**src/design/slle_pkg.sv**
```systemverilog
`timescale 1ns / 1ps

package slle_pkg;

  // Fixed field widths of the request and response items
  localparam int unsigned POS_W   = 10;
  localparam int unsigned VALUE_W = 32;
  localparam int unsigned LEN_W   = 10;

  // Request kinds
  localparam logic REQ_INSERT = 1'b0;
  localparam logic REQ_DELETE = 1'b1;

  // Response status codes
  localparam logic STATUS_OK  = 1'b0;
  localparam logic STATUS_ERR = 1'b1;

  // Response handed from the sequencer to the output stage
  typedef struct packed {
    logic             status;
    logic [LEN_W-1:0] list_length;
  } slle_rsp_t;

endpackage

```
**src/design/slle_ctrl.sv**
```systemverilog
`timescale 1ns / 1ps

module slle_ctrl
  import slle_pkg::*;
#(
  parameter int unsigned DEPTH = 1024
) (
  input  logic                     clk,
  input  logic                     rst_n,
  // request side
  input  logic                     req_valid,
  output logic                     req_ready,
  input  logic                     req_type,
  input  logic [POS_W-1:0]         req_pos,
  input  logic [VALUE_W-1:0]       req_value,
  // response side
  output logic                     rsp_valid,
  input  logic                     rsp_ready,
  output slle_rsp_t                rsp,
  // cursor store
  output logic                     nx_wr_en,
  output logic [$clog2(DEPTH)-1:0] nx_wr_addr,
  output logic [$clog2(DEPTH)-1:0] nx_wr_data,
  output logic                     nx_rd_en,
  output logic [$clog2(DEPTH)-1:0] nx_rd_addr,
  input  logic [$clog2(DEPTH)-1:0] nx_rd_data,
  // value store
  output logic                     val_wr_en,
  output logic [$clog2(DEPTH)-1:0] val_wr_addr,
  output logic [VALUE_W-1:0]       val_wr_data
);

  localparam int unsigned AW   = $clog2(DEPTH);
  localparam int unsigned CMPW = ((AW > POS_W) ? AW : POS_W) + 1;

  // Slot 0 heads the free chain, the last slot heads the list
  localparam logic [AW-1:0] FREE_HEAD = '0;
  localparam logic [AW-1:0] LIST_HEAD = AW'(DEPTH - 1);
  localparam logic [AW-1:0] FREE_LAST = AW'(DEPTH - 2);
  localparam logic [AW-1:0] MAX_COUNT = AW'(DEPTH - 2);

  typedef enum logic [3:0] {
    S_INIT,
    S_IDLE,
    S_INS_RD0,
    S_INS_RDF,
    S_INS_UPF,
    S_WREQ,
    S_WSTEP,
    S_INS_LNK,
    S_DEL_RG,
    S_DEL_R0,
    S_DEL_W0,
    S_RESP
  } state_t;

  state_t               state_r, state_nxt;
  logic [AW-1:0]        init_idx_r, init_idx_nxt;
  logic [AW-1:0]        count_r, count_nxt;
  logic                 err_r, err_nxt;
  logic                 type_r, type_nxt;
  logic [POS_W-1:0]     steps_r, steps_nxt;
  logic [AW-1:0]        at_r, at_nxt;
  logic [AW-1:0]        slot_r, slot_nxt;
  logic [VALUE_W-1:0]   value_r, value_nxt;

  logic [CMPW-1:0]      pos_ext;
  logic [CMPW-1:0]      cnt_ext;
  logic                 pos_bad;

  // Position range check against the current length
  assign pos_ext = CMPW'(req_pos);
  assign cnt_ext = CMPW'(count_r);
  always_comb begin
    if (req_type == REQ_INSERT) begin
      pos_bad = (req_pos == '0) || (pos_ext > cnt_ext + 1'b1);
    end else begin
      pos_bad = (req_pos == '0) || (pos_ext > cnt_ext);
    end
  end

  assign req_ready = (state_r == S_IDLE);
  assign rsp_valid = (state_r == S_RESP);
  assign rsp.status      = err_r ? STATUS_ERR : STATUS_OK;
  assign rsp.list_length = cnt_ext[LEN_W-1:0];

  // Sequencer: next state and store accesses
  always_comb begin
    state_nxt    = state_r;
    init_idx_nxt = init_idx_r;
    count_nxt    = count_r;
    err_nxt      = err_r;
    type_nxt     = type_r;
    steps_nxt    = steps_r;
    at_nxt       = at_r;
    slot_nxt     = slot_r;
    value_nxt    = value_r;

    nx_wr_en    = 1'b0;
    nx_wr_addr  = '0;
    nx_wr_data  = '0;
    nx_rd_en    = 1'b0;
    nx_rd_addr  = '0;
    val_wr_en   = 1'b0;
    val_wr_addr = slot_r;
    val_wr_data = value_r;

    unique case (state_r)
      S_INIT: begin
        // clearing pass: entry i links to i+1, both chain ends hold 0
        nx_wr_en   = 1'b1;
        nx_wr_addr = init_idx_r;
        nx_wr_data = (init_idx_r >= FREE_LAST) ? '0 : init_idx_r + 1'b1;
        init_idx_nxt = init_idx_r + 1'b1;
        if (init_idx_r == LIST_HEAD) begin
          state_nxt = S_IDLE;
        end
      end
      S_IDLE: begin
        if (req_valid) begin
          type_nxt  = req_type;
          value_nxt = req_value;
          steps_nxt = req_pos - 1'b1;
          at_nxt    = LIST_HEAD;
          err_nxt   = pos_bad;
          if (pos_bad) begin
            state_nxt = S_RESP;
          end else if (req_type == REQ_INSERT) begin
            state_nxt = S_INS_RD0;
          end else begin
            state_nxt = S_WREQ;
          end
        end
      end
      S_INS_RD0: begin
        nx_rd_en   = 1'b1;
        nx_rd_addr = FREE_HEAD;
        state_nxt  = S_INS_RDF;
      end
      S_INS_RDF: begin
        // first free slot; an empty free chain is an error
        if (nx_rd_data == FREE_HEAD) begin
          err_nxt   = 1'b1;
          state_nxt = S_RESP;
        end else begin
          slot_nxt    = nx_rd_data;
          nx_rd_en    = 1'b1;
          nx_rd_addr  = nx_rd_data;
          val_wr_en   = 1'b1;
          val_wr_addr = nx_rd_data;
          state_nxt   = S_INS_UPF;
        end
      end
      S_INS_UPF: begin
        // unhook the slot from the free chain
        nx_wr_en   = 1'b1;
        nx_wr_addr = FREE_HEAD;
        nx_wr_data = nx_rd_data;
        state_nxt  = S_WREQ;
      end
      S_WREQ: begin
        nx_rd_en   = 1'b1;
        nx_rd_addr = at_r;
        state_nxt  = S_WSTEP;
      end
      S_WSTEP: begin
        // one cursor hop a cycle; read data feeds the next address
        if (steps_r == '0) begin
          if (type_r == REQ_INSERT) begin
            nx_wr_en   = 1'b1;
            nx_wr_addr = slot_r;
            nx_wr_data = nx_rd_data;
            state_nxt  = S_INS_LNK;
          end else begin
            slot_nxt   = nx_rd_data;
            nx_rd_en   = 1'b1;
            nx_rd_addr = nx_rd_data;
            state_nxt  = S_DEL_RG;
          end
        end else begin
          at_nxt     = nx_rd_data;
          steps_nxt  = steps_r - 1'b1;
          nx_rd_en   = 1'b1;
          nx_rd_addr = nx_rd_data;
        end
      end
      S_INS_LNK: begin
        nx_wr_en   = 1'b1;
        nx_wr_addr = at_r;
        nx_wr_data = slot_r;
        count_nxt  = count_r + 1'b1;
        state_nxt  = S_RESP;
      end
      S_DEL_RG: begin
        // bypass the removed slot and fetch the free head together
        nx_wr_en   = 1'b1;
        nx_wr_addr = at_r;
        nx_wr_data = nx_rd_data;
        nx_rd_en   = 1'b1;
        nx_rd_addr = FREE_HEAD;
        state_nxt  = S_DEL_R0;
      end
      S_DEL_R0: begin
        nx_wr_en   = 1'b1;
        nx_wr_addr = slot_r;
        nx_wr_data = nx_rd_data;
        state_nxt  = S_DEL_W0;
      end
      S_DEL_W0: begin
        nx_wr_en   = 1'b1;
        nx_wr_addr = FREE_HEAD;
        nx_wr_data = slot_r;
        count_nxt  = count_r - 1'b1;
        state_nxt  = S_RESP;
      end
      S_RESP: begin
        if (rsp_ready) begin
          state_nxt = S_IDLE;
        end
      end
      default: begin
        state_nxt = S_IDLE;
      end
    endcase
  end

  // State and registered values
  always_ff @(posedge clk) begin
    if (!rst_n) begin
      state_r    <= S_INIT;
      init_idx_r <= '0;
      count_r    <= '0;
      err_r      <= 1'b0;
    end else begin
      state_r    <= state_nxt;
      init_idx_r <= init_idx_nxt;
      count_r    <= count_nxt;
      err_r      <= err_nxt;
      type_r     <= type_nxt;
      steps_r    <= steps_nxt;
      at_r       <= at_nxt;
      slot_r     <= slot_nxt;
      value_r    <= value_nxt;
    end
  end

  // Length never exceeds the store capacity
  a_count_cap: assert property (@(posedge clk) disable iff (!rst_n)
    count_r <= MAX_COUNT)
    else $error("element count above capacity");

  // Inside the list no cursor points at the free head
  a_walk_link: assert property (@(posedge clk) disable iff (!rst_n)
    (state_r == S_WSTEP) && ((steps_r != '0) || (type_r == REQ_DELETE))
      |-> (nx_rd_data != FREE_HEAD))
    else $error("list walk hit a null cursor");

  // A linked insert raises the length by exactly one
  a_ins_count: assert property (@(posedge clk) disable iff (!rst_n)
    (state_r == S_INS_LNK) |=> (count_r == $past(count_r) + 1'b1))
    else $error("insert did not bump the length");

  // A deletion lowers the length by exactly one
  a_del_count: assert property (@(posedge clk) disable iff (!rst_n)
    (state_r == S_DEL_W0) |=> (count_r == $past(count_r) - 1'b1))
    else $error("delete did not drop the length");

  // Sequencer never reads a cursor it writes in the same cycle
  a_no_rdw: assert property (@(posedge clk) disable iff (!rst_n)
    (nx_wr_en && nx_rd_en) |-> (nx_wr_addr != nx_rd_addr))
    else $error("read and write of one cursor slot together");

endmodule

```
**config.mk**
```make
export PLATFORM = sky130hd
export DESIGN_NAME = slle_ctrl
export DESIGN_NICKNAME = d
export VERILOG_FILES = /design/src/design/slle_pkg.sv /design/src/design/slle_ctrl.sv
export SDC_FILE = /design/constraint.sdc
export NUM_CORES = 1
export LEC_CHECK = 0
export ABC_CLOCK_PERIOD_IN_PS = 2800
export BUFFER_PORTS_ARGS = -buffer_cell sky130_fd_sc_hd__buf_2
export CORE_ASPECT_RATIO = 0.6
export CORE_UTILIZATION = 45
export DETAILED_ROUTE_END_ITERATION = 7
export GPL_TIMING_DRIVEN = 0
export PLACE_DENSITY = 0.72
export SYNTH_ARGS = -nofsm -noshare
export SYNTH_HDL_FRONTEND = slang
export SYNTH_SLANG_ARGS = --single-unit
export TNS_END_PERCENT = 10
```
**constraint.sdc**
```tcl
create_clock -name clk -period 2.8 [get_ports clk]
set_input_delay 0.14 -clock clk [delete_from_list [all_inputs] [get_ports clk]]
set_output_delay 0.14 -clock clk [all_outputs]
set_load 0.005 [all_outputs]
```
After elaboration in Yosys (flattened, before gate mapping)
Cells that the tools add are included.
{"block": "classes", "add_sub_neg": 6, "n_mul": 0, "div_mod_pow": 0, "n_lt_le_gt_ge": 3, "n_eq_ne": 19, "shift": 0, "muxes": 45, "bitwise": 0, "reduce_logical": 20}
{"op": "$mux 10", "count": 16}
{"op": "$pmux 10 s2", "count": 4}
{"op": "$pmux 10 s4", "count": 2}
{"op": "$pmux 4 s11", "count": 1}
{"op": "$logic_not 10->1", "count": 3}
{"op": "$pmux 10 s3", "count": 1}
{"op": "$sub 10x1->10 const B", "count": 3}
{"op": "$mux 4", "count": 7}
{"op": "$add 10x1->10 const B", "count": 2}
{"op": "$eq 4x3->1 const B", "count": 4}
{"op": "$eq 4x4->1 const B", "count": 4}
{"op": "$ne 2x2->1 const B", "count": 6}
{"op": "$reduce_and 4->1", "count": 3}
{"op": "$add 10x1->11 const B", "count": 1}
{"op": "$gt 10x11->1", "count": 1}
{"op": "$eq 10x10->1 const B", "count": 1}
{"op": "$ge 10x10->1 const B", "count": 1}
{"op": "$gt 10x10->1", "count": 1}
{"op": "$mux 1", "count": 10}
{"op": "$eq 4x2->1 const B", "count": 2}
{"op": "$reduce_bool 2->1", "count": 4}
{"op": "$reduce_and 3->1", "count": 2}
{"op": "$reduce_or 3->1", "count": 2}
{"op": "$reduce_or 6->1", "count": 1}
{"op": "8 further kinds", "count": 11}
{"block": "word_totals", "ff_bits": 88, "latchBits": 0, "ramBits": 0, "romBits": 0, "inputBits": 57, "out_inout_bits": 88, "elab_cells": 102, "memories": 0}

Longest topological paths before layout
Gate-level depths: netlist of the first run.
{"block": "depth", "ltp_word": 7, "ltp_mapped": 12, "depth_no_buf": 12}

Worst setup path after synthesis of the first run
No wires, ideal clock.
{"block": "synth_timing", "path_type": "register to register", "from": "reg state_r[1]", "to": "reg type_r (enable)", "setup_time_ns": 0.424, "t_arrival_ns": 2.503, "t_required_ns": 2.376, "path_slack_ns": -0.127, "stages_incl_launch_ff": 5, "path_buffers": 1, "synth_period_minus_slack_ns": 2.927, "path_cell_list": "dfxtp_1 > buf_2 > nor4_2 > nand2_1 > nor2_1"}
{"block": "synth_between", "elab_chain_len": 2}
{"item": "start: declaration", "line": "slle_ctrl.sv:57", "text": "state_t state_r, state_nxt;"}
{"item": "start signal: assignment", "line": "slle_ctrl.sv:235", "text": "state_r <= state_nxt;"}
{"item": "$eq 4x1->1"}
{"item": "via req_ready", "line": "slle_ctrl.sv:12", "text": "output logic req_ready,"}
{"item": "$reduce_and 3->1 (no source line)"}
{"item": "end signal: assignment", "line": "slle_ctrl.sv:239", "text": "type_r <= type_nxt;"}
{"item": "end: declaration", "line": "slle_ctrl.sv:61", "text": "logic type_r, type_nxt;"}
The timed path passes the listed nets, and every way through them passes these cells.
A chain may end at the register's enable or synchronous reset.

Worst setup path in the final report of the first run
{"block": "layout_timing", "from": "reg state_r[1]", "to": "reg count_r[9]"}
{"block": "layout_between", "elab_chain_len": 2, "word_cells_on_any_way": 4}
{"item": "$eq 4x4->1 / $eq 4x3->1 (equally long branches)", "line": "slle_ctrl.sv:108", "text": "unique case (state_r)"}
{"item": "$pmux 10 s2 / $reduce_bool 2->1 (equally long branches)"}
{"item": "end signal: assignment", "line": "slle_ctrl.sv:237", "text": "count_r <= count_nxt;"}
{"item": "end: declaration", "line": "slle_ctrl.sv:59", "text": "logic [AW-1:0] count_r, count_nxt;"}
Parallel ways exist; a longest one is shown, timed or not.

==> results of run 1 <==
[per-layer routing]
layer  global-route usage [%]  vias up  share of wire, %
li1                         -     2461                 -
met1                     38.6     2517                45
met2                     42.4      338                43
met3                     4.84       30                10
met4                     8.41        0               1.7
met5                        0        -                 0
[timing repair]
| action | CTS | global route |
|---|---|---|
| hold buffers | 31 | 1 |
| pin swaps | 0 | 1 |
| gates resized for setup | 16 | 15 |
| endpoints found under the hold margin | 31 | 1 |
| setup endpoints to repair | 9 | 21 |
| setup buffers | 3 | 0 |
[Yosys cell counts, types with 3 or more instances]
master,count,area share [%]
a2111oi_0,3,0.48
a211oi_1,6,0.82
a21o_1,14,1.9
a21oi_1,14,1.3
a221o_1,8,1.4
a222oi_1,10,1.8
a22o_1,14,2.2
a22oi_1,3,0.41
a31oi_1,3,0.34
and3_1,5,0.57
buf_1,3,0.20
buf_2,9,0.82
clkbuf_1,11,0.75
dfxtp_1,25,9.1
edfxtp_1,63,34
ha_1,32,7.2
inv_1,32,2.2
mux2i_1,9,1.6
nand2_1,46,3.1
nand2b_1,14,1.6
nand3_1,21,1.9
nand3b_1,3,0.41
nand4_1,7,0.79
nor2_1,43,2.9
nor2b_1,5,0.57
nor3_1,17,1.5
nor4_1,7,0.79
o211ai_1,3,0.41
o21ai_0,19,1.7
o31ai_1,5,0.68
o31ai_2,3,0.68
or2_2,3,0.34
xnor2_1,20,3.2
xor2_1,19,3.0
[registers in the layout (all words and copies together) (netlist names)]
register	flops
count_r	10
slot_r	10
err_r	1
state_r	4
val_wr_data	32
steps_r	10
at_r	10
init_idx_r	10
type_r	1
[layout make-up]
type / count / area (µm²)
clock inverters: 7 / 110
multi-input cells: 401 / 2980
plain buffers: 26 / 131
flip-flops and latches: 88 / 2400
repair buffers: 180 / 1080
inverters: 33 / 130
clock buffers: 9 / 225
fillers: 959 / 4380
well taps: 160 / 200
[final timing paths]
kind                                           endpoint  slack [ns]
worst max-delay path            count_r[9]$_SDFFE_PN0N_       -0.01
worst min-delay path                   type_r$_DFFE_PP_        0.03
worst max register to register  count_r[9]$_SDFFE_PN0N_       -0.01
worst min register to register  count_r[4]$_SDFFE_PN0N_        0.53
[power groups by stage]
stage	combinational, mW	clock, mW	sequential [mW]
final	0.241	1.36	1.40
after global routing	0.264	1.43	1.40
after CTS	0.232	1.38	1.40
after detailed placement	0.196	0	1.43
after global placement	0.187	0	1.43
after floorplan	0.0966	0	1.43
[cells by family after synthesis]
family | after synthesis
buffers and inverters | 59
multiplexers | 12
adder cells (fa/ha/maj) | 33
AO/OA/AOI/OAI | 128
flip-flops | 88
AND/OR/NAND/NOR | 189
XOR/XNOR | 39
[stage by stage]
step | hold WS (ns) | instances | power (mW) | util (%) | setup WS (ns)
after global placement | 0.318 | 852 | 1.61 | 55.4 | -0.541
after floorplan | 0.239 | 548 | 1.52 | - | 0.111
after detailed placement | 0.318 | 853 | 1.62 | 55.6 | -0.518
final | 0.0324 | 904 | 3.00 | 62.4 | -0.0112
after global routing | 0.0397 | 904 | 3.09 | 62.4 | -0.110
after CTS | 0.00763 | 903 | 3.01 | 61.7 | 0.00496
==> impl_metrics.py, run 1 <==
metrics = {
    "status": {
        "outcome": "complete, but fails checks",
        "failing_checks": "setup timing",
    },
    "sta": {
        "finalHoldViolations": 0,
        "max_slew_violation_count": 0,
        "rsz0062_at_grt": "true",
        "slew_headroom_pct": 35.1,
        "tightestPinTransition_ns": 0.968,
        "achievable-frequency_mhz": 356,
        "fin_skew_ns": 0.00736,
        "post-route-period-util_pct": 100,
        "fin_ws_ns": -0.0112,
        "tns_ns": -0.0112,
        "final_number_of_setup_violating_endpoints": 1,
        "layout_min_cycle_time_ns": 2.81,
    },
    "detailed_routing": {
        "route.detailed.vias_per_inst": 5.91,
        "total_wire_length_after_detailed_routing_um": 17500,
        "drt_iter0_drc": 587,
        "avg_wl_per_cell_um": 19.3,
        "vias": 5346,
        "dr.pass1.iters": 6,
        "drt_drc_violations_left": 0,
        "drt.antenna.violating_nets": 0,
    },
    "final_layout": {
        "final_nets": 829,
        "finish.instance_area_um2": 7260,
        "diodes": 0,
        "most-common-layout-cells": "153 x buf_2, 63 x edfxtp_1, 46 x nand2_1",
        "mostFrequentLayoutCell": "buf_2",
        "fraction_of_layout_instances_using_a_drive_strength_above_1_pct": 29.3,
        "layout-area-overhead-vs-synth_pct": 31.4,
    },
    "synthesis": {
        "post_synthesis_cell_type_count": 72,
        "yosys.area_share.simple_pct": 17.7,
        "synthesized_area_fraction_occupied_by_ao_oa_aoi_and_oai_cells_pct": 18.2,
        "synth_top_family_by_area": "compound AO/OA/AOI/OAI gates",
        "synth-adder-area-share_pct": 7.61,
        "postSynthCellCount": 548,
        "synth_fp_nets": 638,
        "synthXorXnorAreaFrac_pct": 6.18,
        "postSynthAreaPerCell_um2": 10.1,
        "synth-warning-count": 0,
        "synth-async-reset-ratio_pct": 0,
        "flip_flop_cell_with_the_highest_count_after_synthesis": "edfxtp_1",
        "muxShareOfSynthArea_pct": 2.45,
        "yosysSeqAreaShare_pct": 43.3,
        "synth_enable_flop_cells": 63,
        "yosys_register_bits": 88,
        "post_synthesis_cell_area_um2": 5520,
    },
    "place": {
        "port_buffers": 144,
        "dp.final_hpwl_um": 12500,
        "placed_area_um2": 6470,
        "gp_congestion": 0.987,
    },
    "critical_path": {
        "rr_startpoint": "state_r[1]$_SDFFE_PN0P_",
        "max_stage_delay_ns": 0.43,
        "timing.critical_path.max_delay_family": "simple AND/OR/NAND/NOR gates",
        "reg2regPathDepth": 12,
        "worst_ep_arrival_time_ns": 3.04,
        "timing.critical_path.from": "state_r[1]$_SDFFE_PN0P_",
        "critical_path_peak_fanout": 10,
        "setup.worst_path.start_class": "flip-flop",
        "setup.worst_path.class": "flip-flop to flip-flop",
        "crit_required_ns": 3.03,
        "worst_path_max_delay_cell": "or4_1",
        "path_cells": "buf_6, clkinvlp_4, nor2_4, nand3_4, inv_4, ha_1, o21a_1, o21ai_0, nand2b_1, a41o_1, or4_1, o311ai_0",
        "path_buf_inv": 3,
        "cp.depth": 12,
        "endpoint_kind": "flip-flop",
    },
    "clock_tree": {
        "clkLatencyLatePin_ns": 0.34,
        "root_buffer": "clkbuf_16",
        "clock_sinks": 88,
        "clk_pin_slew_ns": 0.07,
        "clock_tree.buffer_depth": 2,
        "cts_inserted_buffers": 9,
        "clock_tree_from_tritoncts": "yes",
        "h_tree_levels": 3,
    },
    "global_routing": {
        "grt.overflow.total": 0,
        "global_route_wire_length_before_repair_um": 26800,
        "first_global_vias": 5037,
        "gr-usage-all-layers_pct": 27.2,
        "grt_antenna_before_repair": 0,
        "largest_net_degree_at_the_start_of_global_routing": 35,
    },
    "die": {
        "die-area_um2": 12700,
        "start_util_pct": 47.5,
        "die_boundary_width_um": 145,
        "num_rows": 30,
        "die_h_um": 87.8,
        "fp.coreArea_um2": 11600,
        "io-pin-count": 145,
    },
    "flow_run": {
        "max_cap_viol_count": 0,
    },
    "pwr": {
        "p_int_mw": 2.31,
        "power_frac_clock_pct": 45.4,
        "power_switching_mw": 0.687,
        "peakVddDrop_v": 0.000272,
        "power.leakage_nw": 3.02,
        "power_density_nw_per_um2": 414,
        "switching_share_pct": 22.9,
        "comb_power_share_pct": 8.0,
        "seq_power_share_pct": 46.5,
    },
    "min_path": {
        "min_path_cells": 1,
        "worstHoldPathType": "input pin to flip-flop",
        "hp-start": "req_type",
    },
}
(Power assumes the default switching activity.)
==> inputs of run 2 (changes only) <==
--- a/config.mk
+++ b/config.mk
@@ -5,13 +5,12 @@
 export SDC_FILE = /design/constraint.sdc
 export NUM_CORES = 1
 export LEC_CHECK = 0
-export ABC_CLOCK_PERIOD_IN_PS = 2800
+export ABC_CLOCK_PERIOD_IN_PS = 3400
 export BUFFER_PORTS_ARGS = -buffer_cell sky130_fd_sc_hd__buf_2
 export CORE_ASPECT_RATIO = 0.6
 export CORE_UTILIZATION = 45
 export DETAILED_ROUTE_END_ITERATION = 7
-export GPL_TIMING_DRIVEN = 0
-export PLACE_DENSITY = 0.72
+export PLACE_DENSITY = 0.7
 export SYNTH_ARGS = -nofsm -noshare
 export SYNTH_HDL_FRONTEND = slang
 export SYNTH_SLANG_ARGS = --single-unit
==> constraint.sdc (replaced) <==
create_clock -name clk -period 3.4 [get_ports clk]
set_input_delay 1.02 -clock clk [delete_from_list [all_inputs] [get_ports clk]]
set_output_delay 1.02 -clock clk [all_outputs]
set_load 0.005 [all_outputs]
==> run 2 against run 1 <==
Compared with the run above: the flow still finishes with violations (setup timing); first-iteration DRC count fell by 8.3%; utilization is 1.2 points lower; register-to-register slack better by 0.53 ns; largest cell class unchanged.
==> impl_metrics.py, run 2 (synthesized netlist as in run 1, its figures left out) <==
metrics = {
    "status": {
        "outcome": "complete, but fails checks",
        "failing_checks": "setup timing",
    },
    "pwr": {
        "peakVddDrop_v": 0.000251,
        "report.power.total_mw": 2.48,
        "power_density_nw_per_um2": 348,
        "power.leakage_nw": 3.03,
    },
    "die": {
        "die_boundary_width_um": 145,
        "start_util_pct": 47.5,
        "num_rows": 30,
        "io-pin-count": 145,
        "fp.coreArea_um2": 11600,
        "die-area_um2": 12700,
        "die_h_um": 87.8,
    },
    "critical_path": {
        "crit_required_ns": 2.38,
        "endpoint_kind": "primary output",
        "setup.worst_path.class": "flip-flop to primary output",
        "rr_startpoint": "count_r[2]$_SDFFE_PN0N_",
        "r2r-end": "state_r[1]$_SDFFE_PN0P_",
        "reg2reg_setup_slack_ns": 0.52,
        "reg2regPathDepth": 10,
        "critical_path_peak_fanout": 6,
        "worst_ep_arrival_time_ns": 2.45,
        "setup.worst_path.start_class": "flip-flop",
    },
    "min_path": {
        "min_to": "count_r[4]$_SDFFE_PN0N_",
        "worstHoldPathType": "flip-flop to flip-flop",
        "hp-start": "count_r[4]$_SDFFE_PN0N_",
        "min_path_cells": 2,
    },
    "clock_tree": {
        "h_tree_levels": 3,
        "clk_pin_slew_ns": 0.07,
        "clock_tree.buffer_depth": 2,
        "root_buffer": "clkbuf_16",
        "clock_tree_from_tritoncts": "yes",
        "clkLatencyLatePin_ns": 0.34,
        "cts_inserted_buffers": 9,
        "clock_sinks": 88,
    },
    "detailed_routing": {
        "avg_wl_per_cell_um": 17.9,
        "total_wire_length_after_detailed_routing_um": 15900,
        "drt_drc_violations_left": 0,
        "vias": 5179,
        "drt_iter0_drc": 538,
        "route.detailed.vias_per_inst": 5.83,
        "drt.antenna.violating_nets": 0,
        "dr.pass1.iters": 6,
    },
    "final_layout": {
        "largest_register_ff_count": 32,
        "layout-area-overhead-vs-synth_pct": 28.9,
        "mostFrequentLayoutCell": "buf_2",
        "finish.utilization_pct": 61.2,
        "final_nets": 813,
        "layoutNonFillerInstCount": 888,
        "most-common-layout-cells": "144 x buf_2, 63 x edfxtp_1, 42 x nor2_1, 42 x nand2_1, 41 x buf_4",
        "diodes": 0,
        "fraction_of_layout_instances_using_a_drive_strength_above_1_pct": 32.6,
    },
    "flow_run": {
        "max_cap_viol_count": 0,
    },
    "sta": {
        "layout_min_cycle_time_ns": 3.47,
        "slew_headroom_pct": 52.7,
        "rsz0062_at_grt": "true",
        "fin_ws_ns": -0.0729,
        "achievable-frequency_mhz": 288,
        "max_slew_violation_count": 0,
        "finalHoldViolations": 0,
        "tns_ns": -0.325,
        "tightestPinTransition_ns": 0.703,
        "fin_skew_ns": 0.0114,
        "post-route-period-util_pct": 102,
        "final_number_of_setup_violating_endpoints": 7,
    },
    "global_routing": {
        "global_route_wire_length_before_repair_um": 24800,
        "grt_antenna_before_repair": 0,
        "first_global_vias": 4679,
        "gr-usage-all-layers_pct": 24.9,
        "largest_net_degree_at_the_start_of_global_routing": 33,
        "grt.overflow.total": 0,
    },
    "place": {
        "gp_congestion": 0.909,
        "port_buffers": 144,
        "dp.final_hpwl_um": 11800,
        "post-place-cells": 863,
    },
}
==> run 2: cell type report <==
cell class / count / area, µm²
fillers: 987 / 4520
multi-input cells: 401 / 2970
flip-flops and latches: 88 / 2390
repair buffers: 190 / 1090
clock buffers: 10 / 229
well taps: 160 / 200
inverters: 33 / 124
clock inverters: 6 / 115
==> run 2: per-layer routing <==
metal  track usage (%)  wire length [µm]
met2              37.7              6860
met1              36.3              7200
met3              5.16              1700
met5                 0                 0
met4              6.09               127
==> run 2: worst max-delay path: stages, from the launching register on <==
cell and delay, ns:
edfxtp_1 0.43, or4_4 0.58, nor4_4 0.29, nand2_2 0.17, o31ai_4 0.17, buf_6 0.20, a222oi_1 0.08, inv_1 0.09
buf_2 0.11
==> run 2: how the worst max path moves through the flow <==
stage | startpoint | end | slack, ns | depth (start not counted)
2_1_floorplan | nx_rd_data[4] | val_wr_addr[7] | 0.26 | 5
3_3_place_gp | nx_rd_data[2] | nx_rd_addr[1] | -0.03 | 9
3_5_place_dp | nx_rd_data[2] | nx_rd_addr[1] | -0.07 | 9
4_1_cts | steps_r[0]$_DFFE_PP_ | nx_rd_addr[6] | -0.002 | 7
5_1_grt | steps_r[7]$_DFFE_PP_ | nx_wr_addr[7] | -0.13 | 8
6_report | steps_r[3]$_DFFE_PP_ | nx_wr_addr[2] | -0.07 | 8
==> run 2: power breakdown <==
| part | internal (mW) | switching [mW] |
|---|---|---|
| Combinational | 0.0780 | 0.0863 |
| Clock | 0.724 | 0.435 |
| Sequential | 1.15 | 0.00749 |
==> run 2: through the flow <==
| stage | instance area [µm²] | setup slack [ns] | hold WS, ns |
|---|---|---|---|
| finish | 7120 | -0.0729 | 0.535 |
| global route | 7120 | -0.129 | 0.573 |
| CTS | 7020 | -0.00153 | 0.535 |
| detailed placement | 6610 | -0.0686 | 0.525 |
| global placement | 6610 | -0.0330 | 0.506 |
| floorplan | 5520 | 0.263 | 0.489 |
==> run 2: timing repair <==
action | 4_1_cts | 5_1_grt
resized for setup | 10 | 16
buffers inserted | 2 | 7
gates cloned | 0 | 0
hold buffers | 0 | 0
endpoints found under the setup margin | 26 | 37
pin swaps | 2 | 24
==> inputs of run 3 (changes only) <==
--- a/config.mk
+++ b/config.mk
@@ -8,9 +8,10 @@
 export ABC_CLOCK_PERIOD_IN_PS = 3400
 export BUFFER_PORTS_ARGS = -buffer_cell sky130_fd_sc_hd__buf_2
 export CORE_ASPECT_RATIO = 0.6
-export CORE_UTILIZATION = 45
+export CORE_UTILIZATION = 42
+export CTS_CLUSTER_DIAMETER = 30
 export DETAILED_ROUTE_END_ITERATION = 7
-export PLACE_DENSITY = 0.7
+export PLACE_DENSITY = 0.66
 export SYNTH_ARGS = -nofsm -noshare
 export SYNTH_HDL_FRONTEND = slang
 export SYNTH_SLANG_ARGS = --single-unit
==> run 3 against run 2 <==
Compared with the run above: the run still ends with setup timing left; sequential share of layout area decreased by 0.12 points; sequential power about the same; register-to-register slack got worse by 0.07 ns; first-iteration DRC count decreased by 21%; via count decreased by 0.23%; cell count increased by 1.2%; non-clock buffer count increased by 1; global-route usage decreased by 0.81 points; critical path depth decreased by 2; largest cell class unchanged; highest routed layer unchanged.
==> impl_metrics.py, run 3 (synthesized netlist as in run 1, its figures left out) <==
metrics = {
    "final_layout": {
        "layout-area-overhead-vs-synth_pct": 29.3,
        "finish.utilization_pct": 55.6,
        "most-common-layout-cells": "144 x buf_2, 63 x edfxtp_1, 43 x buf_4",
        "fraction_of_layout_instances_using_a_drive_strength_above_1_pct": 32.8,
        "final.fill_count": 1120,
        "layoutNonFillerInstCount": 899,
        "final_nets": 815,
        "mostFrequentLayoutCell": "buf_2",
        "finish.instance_area_um2": 7140,
        "diodes": 0,
        "largest_register_ff_count": 32,
    },
    "sta": {
        "tns_ns": -0.452,
        "achievable-frequency_mhz": 289,
        "layout_min_cycle_time_ns": 3.45,
        "finalHoldViolations": 0,
        "fin_ws_ns": -0.0549,
        "rsz0062_at_grt": "true",
        "hold-worst-slack_ns": 0.531,
        "fin_skew_ns": 0.00798,
        "final_number_of_setup_violating_endpoints": 22,
        "tightestPinTransition_ns": 0.895,
        "post-route-period-util_pct": 102,
        "max_slew_violation_count": 0,
        "slew_headroom_pct": 40.0,
    },
    "critical_path": {
        "crit_required_ns": 2.38,
        "setup.worst_path.class": "flip-flop to primary output",
        "setup.worst_path.start_class": "flip-flop",
        "worst_path_max_delay_cell": "or4_4",
        "max_stage_delay_ns": 0.58,
        "path_cells": "or4_4, nor4_4, nand2_2, o21ai_4, a221o_1, buf_2",
        "endpoint_kind": "primary output",
        "worst_ep_arrival_time_ns": 2.43,
        "critical_path_peak_fanout": 10,
    },
    "place": {
        "post-place-cells": 873,
        "placed_area_um2": 6630,
        "gp_congestion": 0.891,
        "post-place-ws_ns": -0.114,
        "port_buffers": 144,
        "dp.final_hpwl_um": 12400,
    },
    "pwr": {
        "power_switching_mw": 0.535,
        "p_int_mw": 1.87,
        "report.power.total_mw": 2.41,
        "comb_power_share_pct": 7.1,
        "seq_power_share_pct": 48.0,
        "power_frac_clock_pct": 44.9,
        "switching_share_pct": 22.2,
        "power.leakage_nw": 3.04,
        "power_density_nw_per_um2": 337,
        "peakVddDrop_v": 0.000188,
    },
    "detailed_routing": {
        "drt_iter0_drc": 425,
        "route.detailed.vias_per_inst": 5.75,
        "vias": 5167,
        "total_wire_length_after_detailed_routing_um": 16600,
        "avg_wl_per_cell_um": 18.4,
        "drt_drc_violations_left": 0,
        "dr.pass1.iters": 6,
        "drt.antenna.violating_nets": 0,
    },
    "die": {
        "io-pin-count": 145,
        "die_boundary_width_um": 150,
        "start_util_pct": 43.0,
        "num_rows": 32,
        "fp.coreArea_um2": 12900,
        "die_h_um": 90.8,
        "die-area_um2": 13600,
    },
    "status": {
        "outcome": "complete, but fails checks",
        "failing_checks": "setup timing",
    },
    "global_routing": {
        "first_global_vias": 4797,
        "grt_most_used_layer": "met2",
        "grt.overflow.total": 0,
        "met2_track_demand_over_resource_in_global_routing_pct": 35.8,
        "gr-usage-all-layers_pct": 24.1,
        "grt_use_met3_pct": 5.86,
        "grt_antenna_before_repair": 0,
        "grtUsageMet1_pct": 34.5,
        "global_route_wire_length_before_repair_um": 25200,
        "largest_net_degree_at_the_start_of_global_routing": 33,
    },
    "clock_tree": {
        "h_tree_levels": 3,
        "clock_tree.buffer_depth": 2,
        "clkLatencyLatePin_ns": 0.35,
        "cts_hold_buf": 0,
        "clock_tree_from_tritoncts": "yes",
        "cts_inserted_buffers": 9,
        "clock_sinks": 88,
        "clk_pin_slew_ns": 0.07,
        "root_buffer": "clkbuf_16",
    },
    "min_path": {
        "worstHoldPathType": "flip-flop to flip-flop",
    },
    "flow_run": {
        "max_cap_viol_count": 0,
    },
}
==> run 3: per-layer routing <==
layer / vias up / wire length [µm]
met2: 291 / 6980
met5: - / 0
met4: 0 / 314
li1: 2424 / -
met3: 39 / 1690
met1: 2413 / 7600
==> run 3: worst paths after layout <==
check                       endpoint               startpoint  cells after the start  slack (ns)
min reg2reg  count_r[4]$_SDFFE_PN0N_  count_r[4]$_SDFFE_PN0N_                      2        0.53
max reg2reg  count_r[9]$_SDFFE_PN0N_  state_r[3]$_SDFFE_PN0P_                      9        0.45
min          count_r[4]$_SDFFE_PN0N_  count_r[4]$_SDFFE_PN0N_                      2        0.53
max                    nx_wr_data[2]     steps_r[7]$_DFFE_PP_                      6       -0.05
==> run 3: timing repair <==
| action | CTS | global route |
|---|---|---|
| gates resized for setup | 13 | 10 |
| setup endpoints to repair | 30 | 36 |
| setup buffers | 4 | 6 |
| pin swaps | 7 | 12 |
| cloned | 0 | 1 |
==> run 3: power groups by stage <==
stage / logic [mW] / registers, mW / clock network (mW)
floorplan: 0.0795 / 1.17 / 0
global placement: 0.159 / 1.18 / 0
detailed placement: 0.166 / 1.18 / 0
CTS: 0.168 / 1.16 / 1.10
global route: 0.190 / 1.16 / 1.15
finish: 0.172 / 1.16 / 1.08
==> run 3: area by class of cell <==
cell class / count / area [µm²] / share of cell area [%]
well taps: 170 / 213 / 2.98
clock inverters: 6 / 93.8 / 1.31
flip-flops and latches: 88 / 2390 / 33.5
multi-input cells: 402 / 3010 / 42.1
clock buffers: 9 / 225 / 3.15
repair buffers: 191 / 1090 / 15.2
inverters: 33 / 124 / 1.73
==> run 3: critical path, delay by kind of cell (launching register included) <==
family	cells	cell delay, ns
buffers and inverters	1	0.12
DFF	1	0.41
AOI/OAI and AO/OA	2	0.44
and+or+nand+nor	3	1.11
